$ cat config.mk
export PLATFORM = sky130hd
export DESIGN_NAME = nearest_reference_color_classifier
export DESIGN_NICKNAME = d
export VERILOG_FILES = /design/src/hdl/nrcc_pkg.sv /design/src/hdl/nearest_reference_color_classifier.sv
export SDC_FILE = /design/constraint.sdc
export NUM_CORES = 2
export LEC_CHECK = 0
export BUFFER_PORTS_ARGS = -buffer_cell sky130_fd_sc_hd__buf_2
export CELL_PAD_IN_SITES_DETAIL_PLACEMENT = 1
export CELL_PAD_IN_SITES_GLOBAL_PLACEMENT = 2
export CORE_MARGIN = 4
export CORE_UTILIZATION = 49
export CTS_CLUSTER_SIZE = 10
export DETAILED_ROUTE_END_ITERATION = 16
export GPL_TIMING_DRIVEN = 0
export PLACE_DENSITY_LB_ADDON = 0.12
export SYNTH_ARGS = -nofsm -noshare
export SYNTH_HDL_FRONTEND = slang
export SYNTH_SLANG_ARGS = --single-unit
$ cat constraint.sdc
create_clock -name clk -period 31.5 [get_ports clk]
set_input_delay 9.45 -clock clk [delete_from_list [all_inputs] [get_ports clk]]
set_output_delay 9.45 -clock clk [all_outputs]
set_load 0.05 [all_outputs]
$ cat src/hdl/nrcc_pkg.sv
package nrcc_pkg;

	// Number of reference colors taken into account (1 to 7).
	localparam int NumClasses = 7;
	// Distance lanes in the datapath; unused lanes are held disabled.
	localparam int LaneCount  = 8;
	localparam int ClassW     = 3;
	localparam int ChanW      = 8;
	localparam int SqW        = 2 * ChanW + 1;
	localparam int DistW      = 9;
	localparam int RegW       = 17;
	localparam int EnableBit  = 16;
	localparam int PairCount  = 9;
	localparam int RemW       = 12;
	localparam int ThrW       = 2 * (DistW + 1);
	localparam int InDataW    = 16;
	localparam int OutDataW   = 16;

	// A disabled lane shows the largest squared distance, so it never wins the minimum.
	localparam logic [SqW-1:0] SqMax = '1;

	typedef logic [ChanW-1:0] chan_t;
	typedef logic [SqW-1:0]   sq_t;
	typedef logic [RegW-1:0]  ref_t;

	typedef struct packed {
		logic [RemW-1:0]  rem;
		logic [DistW-1:0] root;
	} sqrt_t;

	// One step of the digit-by-digit square root: brings in the next two bits of the radicand.
	function automatic sqrt_t sqrt_step(sqrt_t cur, logic [1:0] pair);
		logic [RemW-1:0] rem_sh;
		logic [RemW-1:0] trial;
		sqrt_t           nxt;
		rem_sh = {cur.rem[RemW-3:0], pair};
		trial  = {1'b0, cur.root, 2'b01};
		if (rem_sh >= trial) begin
			nxt.rem  = rem_sh - trial;
			nxt.root = {cur.root[DistW-2:0], 1'b1};
		end else begin
			nxt.rem  = rem_sh;
			nxt.root = {cur.root[DistW-2:0], 1'b0};
		end
		return nxt;
	endfunction

	function automatic chan_t abs_diff(chan_t a, chan_t b);
		return (a > b) ? chan_t'(a - b) : chan_t'(b - a);
	endfunction

endpackage

$ cat src/hdl/nearest_reference_color_classifier.sv
// Channel    | Direction | Handshake                      | Word contents (low bit first)
// -----------+-----------+--------------------------------+----------------------------------
// s_axis     | in        | s_axis_tvalid / s_axis_tready  | tdata: pixel_hue, pixel_saturation
// m_axis     | out       | m_axis_tvalid / m_axis_tready  | tdata: class_index, nearest_distance
//            |           |                                | tuser: class_found
// cfg        | in        | cfg_valid / cfg_ready          | cfg_index, cfg_data (ref_color_k)
//
// One pixel word is taken every cycle while the pipeline is not stalled. Each result
// passes through stages 1 to 9 and is held in the stage 9 output register until taken.
// The rate is set by the nine-stage pipeline, where every stage can load each cycle.
// Each stage holds only while the stage after it is full and blocked, so bubbles are
// squeezed out and a stall at the output loses and repeats nothing.
// Reset clears the reference colors (all classes disabled) and every stage's valid bit.
// Configuration writes are always accepted and take effect on the next cycle.
module nearest_reference_color_classifier (
	input  logic                                clk,
	input  logic                                arst_n,
	input  logic                                s_axis_tvalid,
	output logic                                s_axis_tready,
	input  logic [nrcc_pkg::InDataW-1:0]        s_axis_tdata,   // pixel_hue, pixel_saturation
	output logic                                m_axis_tvalid,
	input  logic                                m_axis_tready,
	output logic [nrcc_pkg::OutDataW-1:0]       m_axis_tdata,   // class_index, nearest_distance, zero pad
	output logic [0:0]                          m_axis_tuser,   // class_found
	input  logic                                cfg_valid,
	output logic                                cfg_ready,
	input  logic [nrcc_pkg::ClassW-1:0]         cfg_index,
	input  logic [nrcc_pkg::RegW-1:0]           cfg_data
);

	localparam int Lanes = nrcc_pkg::LaneCount;
	localparam int Pairs = nrcc_pkg::PairCount;
	localparam int Dw    = nrcc_pkg::DistW;

	// Reference color registers.
	nrcc_pkg::ref_t ref_q [nrcc_pkg::NumClasses];

	assign cfg_ready = 1'b1;

	always_ff @(posedge clk or negedge arst_n) begin
		if (!arst_n) begin
			for (int k = 0; k < nrcc_pkg::NumClasses; k++) begin
				ref_q[k] <= '0;
			end
		end else if (cfg_valid && (32'(cfg_index) < nrcc_pkg::NumClasses)) begin
			ref_q[cfg_index] <= cfg_data;
		end
	end

	// Stage valid bits and load enables. A stage loads when it is empty or its
	// successor is loading this cycle.
	logic vld_s1, vld_s2, vld_s3, vld_s4, vld_s5, vld_s6, vld_s7, vld_s8, vld_s9;
	logic ld1, ld2, ld3, ld4, ld5, ld6, ld7, ld8, ld9;

	assign ld9 = !vld_s9 || m_axis_tready;
	assign ld8 = !vld_s8 || ld9;
	assign ld7 = !vld_s7 || ld8;
	assign ld6 = !vld_s6 || ld7;
	assign ld5 = !vld_s5 || ld6;
	assign ld4 = !vld_s4 || ld5;
	assign ld3 = !vld_s3 || ld4;
	assign ld2 = !vld_s2 || ld3;
	assign ld1 = !vld_s1 || ld2;

	assign s_axis_tready = ld1;
	assign m_axis_tvalid = vld_s9;

	always_ff @(posedge clk or negedge arst_n) begin
		if (!arst_n) begin
			vld_s1 <= 1'b0;
			vld_s2 <= 1'b0;
			vld_s3 <= 1'b0;
			vld_s4 <= 1'b0;
			vld_s5 <= 1'b0;
			vld_s6 <= 1'b0;
			vld_s7 <= 1'b0;
			vld_s8 <= 1'b0;
			vld_s9 <= 1'b0;
		end else begin
			if (ld1) vld_s1 <= s_axis_tvalid;
			if (ld2) vld_s2 <= vld_s1;
			if (ld3) vld_s3 <= vld_s2;
			if (ld4) vld_s4 <= vld_s3;
			if (ld5) vld_s5 <= vld_s4;
			if (ld6) vld_s6 <= vld_s5;
			if (ld7) vld_s7 <= vld_s6;
			if (ld8) vld_s8 <= vld_s7;
			if (ld9) vld_s9 <= vld_s8;
		end
	end

	// Stage 1: per-lane absolute hue and saturation differences.
	nrcc_pkg::chan_t pix_hue, pix_sat;
	nrcc_pkg::chan_t dh_c [Lanes];
	nrcc_pkg::chan_t ds_c [Lanes];
	logic [Lanes-1:0] mask_c;

	assign pix_hue = s_axis_tdata[nrcc_pkg::ChanW-1:0];
	assign pix_sat = s_axis_tdata[2*nrcc_pkg::ChanW-1:nrcc_pkg::ChanW];

	always_comb begin
		mask_c = '0;
		for (int k = 0; k < Lanes; k++) begin
			dh_c[k] = '0;
			ds_c[k] = '0;
		end
		for (int k = 0; k < nrcc_pkg::NumClasses; k++) begin
			mask_c[k] = ref_q[k][nrcc_pkg::EnableBit];
			dh_c[k]   = nrcc_pkg::abs_diff(pix_hue, ref_q[k][2*nrcc_pkg::ChanW-1:nrcc_pkg::ChanW]);
			ds_c[k]   = nrcc_pkg::abs_diff(pix_sat, ref_q[k][nrcc_pkg::ChanW-1:0]);
		end
	end

	nrcc_pkg::chan_t  dh_s1 [Lanes];
	nrcc_pkg::chan_t  ds_s1 [Lanes];
	logic [Lanes-1:0] mask_s1;

	always_ff @(posedge clk) begin
		if (ld1) begin
			dh_s1   <= dh_c;
			ds_s1   <= ds_c;
			mask_s1 <= mask_c;
		end
	end

	// Stage 2: squared Euclidean distance per lane; disabled lanes read as the maximum.
	nrcc_pkg::sq_t    sq_s2 [Lanes];
	logic [Lanes-1:0] mask_s2;

	always_ff @(posedge clk) begin
		if (ld2) begin
			for (int k = 0; k < Lanes; k++) begin
				if (mask_s1[k]) begin
					sq_s2[k] <= nrcc_pkg::SqW'(16'(dh_s1[k]) * 16'(dh_s1[k]))
						+ nrcc_pkg::SqW'(16'(ds_s1[k]) * 16'(ds_s1[k]));
				end else begin
					sq_s2[k] <= nrcc_pkg::SqMax;
				end
			end
			mask_s2 <= mask_s1;
		end
	end

	// Stage 3: first level of the minimum tree, lanes taken in pairs.
	nrcc_pkg::sq_t    pmin_s3 [Lanes/2];
	nrcc_pkg::sq_t    sq_s3   [Lanes];
	logic [Lanes-1:0] mask_s3;

	always_ff @(posedge clk) begin
		if (ld3) begin
			for (int j = 0; j < Lanes/2; j++) begin
				pmin_s3[j] <= (sq_s2[2*j+1] < sq_s2[2*j]) ? sq_s2[2*j+1] : sq_s2[2*j];
			end
			sq_s3   <= sq_s2;
			mask_s3 <= mask_s2;
		end
	end

	// Stage 4: remaining two levels of the tree give the smallest squared distance.
	nrcc_pkg::sq_t    qmin_a, qmin_b;
	nrcc_pkg::sq_t    min_s4;
	nrcc_pkg::sq_t    sq_s4 [Lanes];
	logic [Lanes-1:0] mask_s4;

	assign qmin_a = (pmin_s3[1] < pmin_s3[0]) ? pmin_s3[1] : pmin_s3[0];
	assign qmin_b = (pmin_s3[3] < pmin_s3[2]) ? pmin_s3[3] : pmin_s3[2];

	always_ff @(posedge clk) begin
		if (ld4) begin
			min_s4  <= (qmin_b < qmin_a) ? qmin_b : qmin_a;
			sq_s4   <= sq_s3;
			mask_s4 <= mask_s3;
		end
	end

	// Stages 5 to 7: integer square root of the minimum, three result bits per stage.
	// The radicand is widened by one bit so it splits into whole bit pairs.
	logic [2*Pairs-1:0] rad_s4;
	assign rad_s4 = (2*Pairs)'(min_s4);

	nrcc_pkg::sqrt_t  rt_c5, rt_c6, rt_c7;
	nrcc_pkg::sqrt_t  rt_s5, rt_s6, rt_s7;
	logic [2*Pairs-1:0] rad_s5, rad_s6;
	nrcc_pkg::sq_t    sq_s5 [Lanes];
	nrcc_pkg::sq_t    sq_s6 [Lanes];
	nrcc_pkg::sq_t    sq_s7 [Lanes];
	logic [Lanes-1:0] mask_s5, mask_s6, mask_s7;

	always_comb begin
		rt_c5 = '0;
		for (int p = 0; p < 3; p++) begin
			rt_c5 = nrcc_pkg::sqrt_step(rt_c5, rad_s4[2*(Pairs-1-p) +: 2]);
		end
	end

	always_comb begin
		rt_c6 = rt_s5;
		for (int p = 3; p < 6; p++) begin
			rt_c6 = nrcc_pkg::sqrt_step(rt_c6, rad_s5[2*(Pairs-1-p) +: 2]);
		end
	end

	always_comb begin
		rt_c7 = rt_s6;
		for (int p = 6; p < Pairs; p++) begin
			rt_c7 = nrcc_pkg::sqrt_step(rt_c7, rad_s6[2*(Pairs-1-p) +: 2]);
		end
	end

	always_ff @(posedge clk) begin
		if (ld5) begin
			rt_s5   <= rt_c5;
			rad_s5  <= rad_s4;
			sq_s5   <= sq_s4;
			mask_s5 <= mask_s4;
		end
		if (ld6) begin
			rt_s6   <= rt_c6;
			rad_s6  <= rad_s5;
			sq_s6   <= sq_s5;
			mask_s6 <= mask_s5;
		end
		if (ld7) begin
			rt_s7   <= rt_c7;
			sq_s7   <= sq_s6;
			mask_s7 <= mask_s6;
		end
	end

	// Stage 8: a lane's floored distance equals the minimum's floor f exactly when
	// its squared distance is below (f+1)^2, so that bound is formed here.
	logic [Dw:0]              root_p1;
	logic [Dw-1:0]            root_s8;
	logic [nrcc_pkg::ThrW-1:0] thr_s8;
	nrcc_pkg::sq_t            sq_s8 [Lanes];
	logic [Lanes-1:0]         mask_s8;

	assign root_p1 = (Dw+1)'(rt_s7.root) + (Dw+1)'(1);

	always_ff @(posedge clk) begin
		if (ld8) begin
			thr_s8  <= nrcc_pkg::ThrW'(root_p1) * nrcc_pkg::ThrW'(root_p1);
			root_s8 <= rt_s7.root;
			sq_s8   <= sq_s7;
			mask_s8 <= mask_s7;
		end
	end

	// Stage 9 (output register): the earliest enabled lane that shares the minimum
	// floored distance wins. With no class enabled every field reads zero.
	logic [nrcc_pkg::ClassW-1:0] idx_c;
	logic                        found_c;
	logic [nrcc_pkg::ClassW-1:0] idx_s9;
	logic                        found_s9;
	logic [Dw-1:0]               dist_s9;

	always_comb begin
		idx_c = '0;
		for (int k = Lanes - 1; k >= 0; k--) begin
			if (mask_s8[k] && (nrcc_pkg::ThrW'(sq_s8[k]) < thr_s8)) begin
				idx_c = nrcc_pkg::ClassW'(k);
			end
		end
		found_c = |mask_s8;
	end

	always_ff @(posedge clk) begin
		if (ld9) begin
			idx_s9   <= idx_c;
			found_s9 <= found_c;
			dist_s9  <= found_c ? root_s8 : '0;
		end
	end

	assign m_axis_tdata = nrcc_pkg::OutDataW'({dist_s9, idx_s9});
	assign m_axis_tuser = found_s9;

endmodule

==> impl_metrics.tcl <==
set metrics [dict create \
    status "completed" \
    tritoncts "done" \
    synth_area_um2 84400 \
    firstDrtPassIters 6 \
    critPathLaunchType "primary input" \
    final-hold-violation-count 0 \
    cap_viol_max_count 0 \
    worst_clock_skew_ns 0.0569 \
    grt_antenna_before_repair 11 \
    synth_cell_type_count 76 \
    cp.required_ns 22.05 \
    grt_overflow 0 \
    busiest_layer "met2" \
    critPathMaxFanout 62 \
    path_class "in2out" \
    synth_seq_area_share_pct 45.3 \
    layout_common_cells "1,209 x inv_1, 1,166 x edfxtp_1, 908 x ha_1" \
    grt_pass1_vias 55700 \
    drt_iter0_markers 2278 \
    viasPerCell 5.23 \
    gp_congestion 0.869 \
    synth_ff_type "edfxtp_1" \
    grt_use_met1_pct 30.8 \
    synth_warnings 0 \
    worstHoldPathType "reg2reg" \
    cts_made_buffers 155 \
    area_delta_synth_final_pct 9.76 \
    start_util_pct 49.2 \
    grt_pass1_wl_um 322000 \
    tightest_slew_ns 1.31 \
    ant_nets 0 \
    fp.dieW_um 423 \
    period_minus_slack_ns 22.86 \
    final_common_cell "inv_1" \
    crit_path_end_kind "primary output" \
    cts-root-buf "clkbuf_16" \
    arrival_ns 13.41 \
    synth-seq-cells 1294 \
    slew_headroom_pct 12.0 \
    holdWs_ns 0.404 \
    htree_num_levels 4 \
    use_met3_pct 2.70 \
    postRouteWirelength_um 202000 \
    post-cts-setup-buffers 0 \
    finalSetupViolations 0 \
    clk_latency_ns 0.81 \
    num_io_pins 61 \
    port-buffer-count 53 \
    ctsResizeCount 0 \
    track_usage_pct 23.2 \
    finalCritPeriodShare_pct 72.6 \
    synth-edff-count 1166 \
    die_area_um2 179000 \
    clock_path_buffers 3 \
    clkSinkCount 1294 \
    num_vias 49800 \
    hold_buffers 0 \
    wl_per_cell_um 21.2 \
    num-nets-final 8702 \
    rows 152 \
    fmax_mhz 43.7 \
    finalMaxSlewViolations 0 \
    synthCells 6913 \
    dpl.hpwl_um 156000 \
    die_y_um 423 \
    ys_async_sr_fraction_pct 9.89 \
    drc 0 \
    path_clk_slew_ns 0.05 \
    drive_gt1_share_pct 6.12 \
    avgSynthCellArea_um2 12.2 \
    rsz0062_at_grt "false" \
    use_met2_pct 40.1 \
    core-area_um2 171000 \
    grt_max_degree 103 \
]
## worst paths after layout
| path | from | end | slack [ns] | cells past startpoint |
|---|---|---|---|---|
| hold reg to reg | sq_s3[51] | sq_s4[51] | 0.40 | 0 |
| min in group asynchronous | arst_n | ref_q[105] | 8.59 | 1 |
| setup / recovery | m_axis_tready | s_axis_tready | 8.64 | 11 |
| setup reg to reg | rt_s5[1] | rt_s6[16] | 24.27 | 24 |
| max in group asynchronous | arst_n | vld_s1 | 21.93 | 2 |
| hold / removal | sq_s3[51] | sq_s4[51] | 0.40 | 0 |
## metal layers
| metal | wire (um) | part of all wire (%) | vias up |
|---|---|---|---|
| met5 | 13 | 0.0064 | - |
| met4 | 6610 | 3.3 | 2 |
| met3 | 5230 | 2.6 | 270 |
| met2 | 100000 | 50 | 608 |
| met1 | 89800 | 44 | 25200 |
| li1 | - | - | 23700 |
## kinds of logic after synthesis
logic type / Yosys count / synth area share [%]
other: 2 / 0.00890
flip-flops: 1294 / 45.3
XOR/XNOR: 287 / 2.98
AND/OR/NAND/NOR: 1350 / 8.15
multiplexers: 256 / 3.23
AO/OA/AOI/OAI: 869 / 6.47
adder cells (fa/ha/maj): 1515 / 27.9
buffers and inverters: 1340 / 6.02
## stage by stage
| stage | std cells | cell area [um^2] | setup WS (ns) | TNS (ns) | utilization [%] |
|---|---|---|---|---|---|
| 4_1_cts | 9532 | 92600 | 8.64 | 0 | 54.0 |
| 3_3_place_gp | 9286 | 87600 | -1.78 | -1.78 | 51.1 |
| 2_1_floorplan | 6923 | 84400 | 4.53 | 0 | - |
| 6_report | 9534 | 92600 | 8.64 | 0 | 54.0 |
| 5_1_grt | 9533 | 92600 | 8.34 | 0 | 54.0 |
| 3_5_place_dp | 9299 | 88000 | 8.63 | 0 | 51.4 |
## cells in the mapped netlist (all sizes together) (5+ instances only)
master   number  area, um^2
inv        1212        4550
edfxtp     1166       35000
ha          908       11400
fa          607       12200
nand2       410        1540
and2        264        1650
o21ai       241        1210
a21oi       232        1160
nor2        195         732
xnor2       169        1480
a21o        129         968
dfrtp       128        3200
mux2        128        1440
mux2i       128        1280
xor2        118        1030
nor2b       107         669
clkbuf      101         379
nand2b       94         588
nand3        70         355
nand4        55         344
and3         49         307
a21boi       38         297
o21bai       37         278
a211oi       34         260
nor3         33         165
or2          30         188
o21a         28         210
buf          26         139
a31oi        19         119
o22ai        17         106
a221o        15         150
nor3b        11        82.6
or3          10        62.6
o2111ai       9        78.8
o41ai         9        78.8
o211ai        8        60.1
a2111oi       7        61.3
a221oi        7        61.3
nor4          6        52.6
a31o          5        43.8
nand4b        5        43.8
## layout make-up
type / instances / area (um^2)
plain buffers: 127 / 518
fillers: 17700 / 78700
multi-input cells: 4289 / 41200
clock buffers: 202 / 4190
inverters: 1213 / 4580
clock inverters: 31 / 423
well taps: 2310 / 2890
repair buffers: 66 / 622
diodes: 2 / 5.00
flip-flops and latches: 1294 / 38200
## flip-flops by register name, summed over array words and instances (netlist names), 9 cells and up
signal / count
dh_s1: 56
dist_s9: 9
ds_s1: 56
min_s4: 17
pmin_s3: 51
rad_s5: 12
ref_q: 112
root_s8: 9
rt_s5: 13
rt_s6: 16
rt_s7: 9
sq_s2: 119
sq_s3: 119
sq_s4: 119
sq_s5: 119
sq_s6: 119
sq_s7: 119
sq_s8: 119
thr_s8: 19
## worst max-delay path, cell delays in order
cell and delay, ns:
buf_2 0.10, nor2b_1 0.19, and2_1 0.32, and3_1 0.42, nand3_4 0.47, buf_16 0.39
nor2_1 0.60, nand3_4 0.39, buf_16 0.35, buf_16 0.26, buf_2 0.27
Power is not shown: default switching activity piles up to over one toggle a cycle in this logic, so the estimate is an artifact.
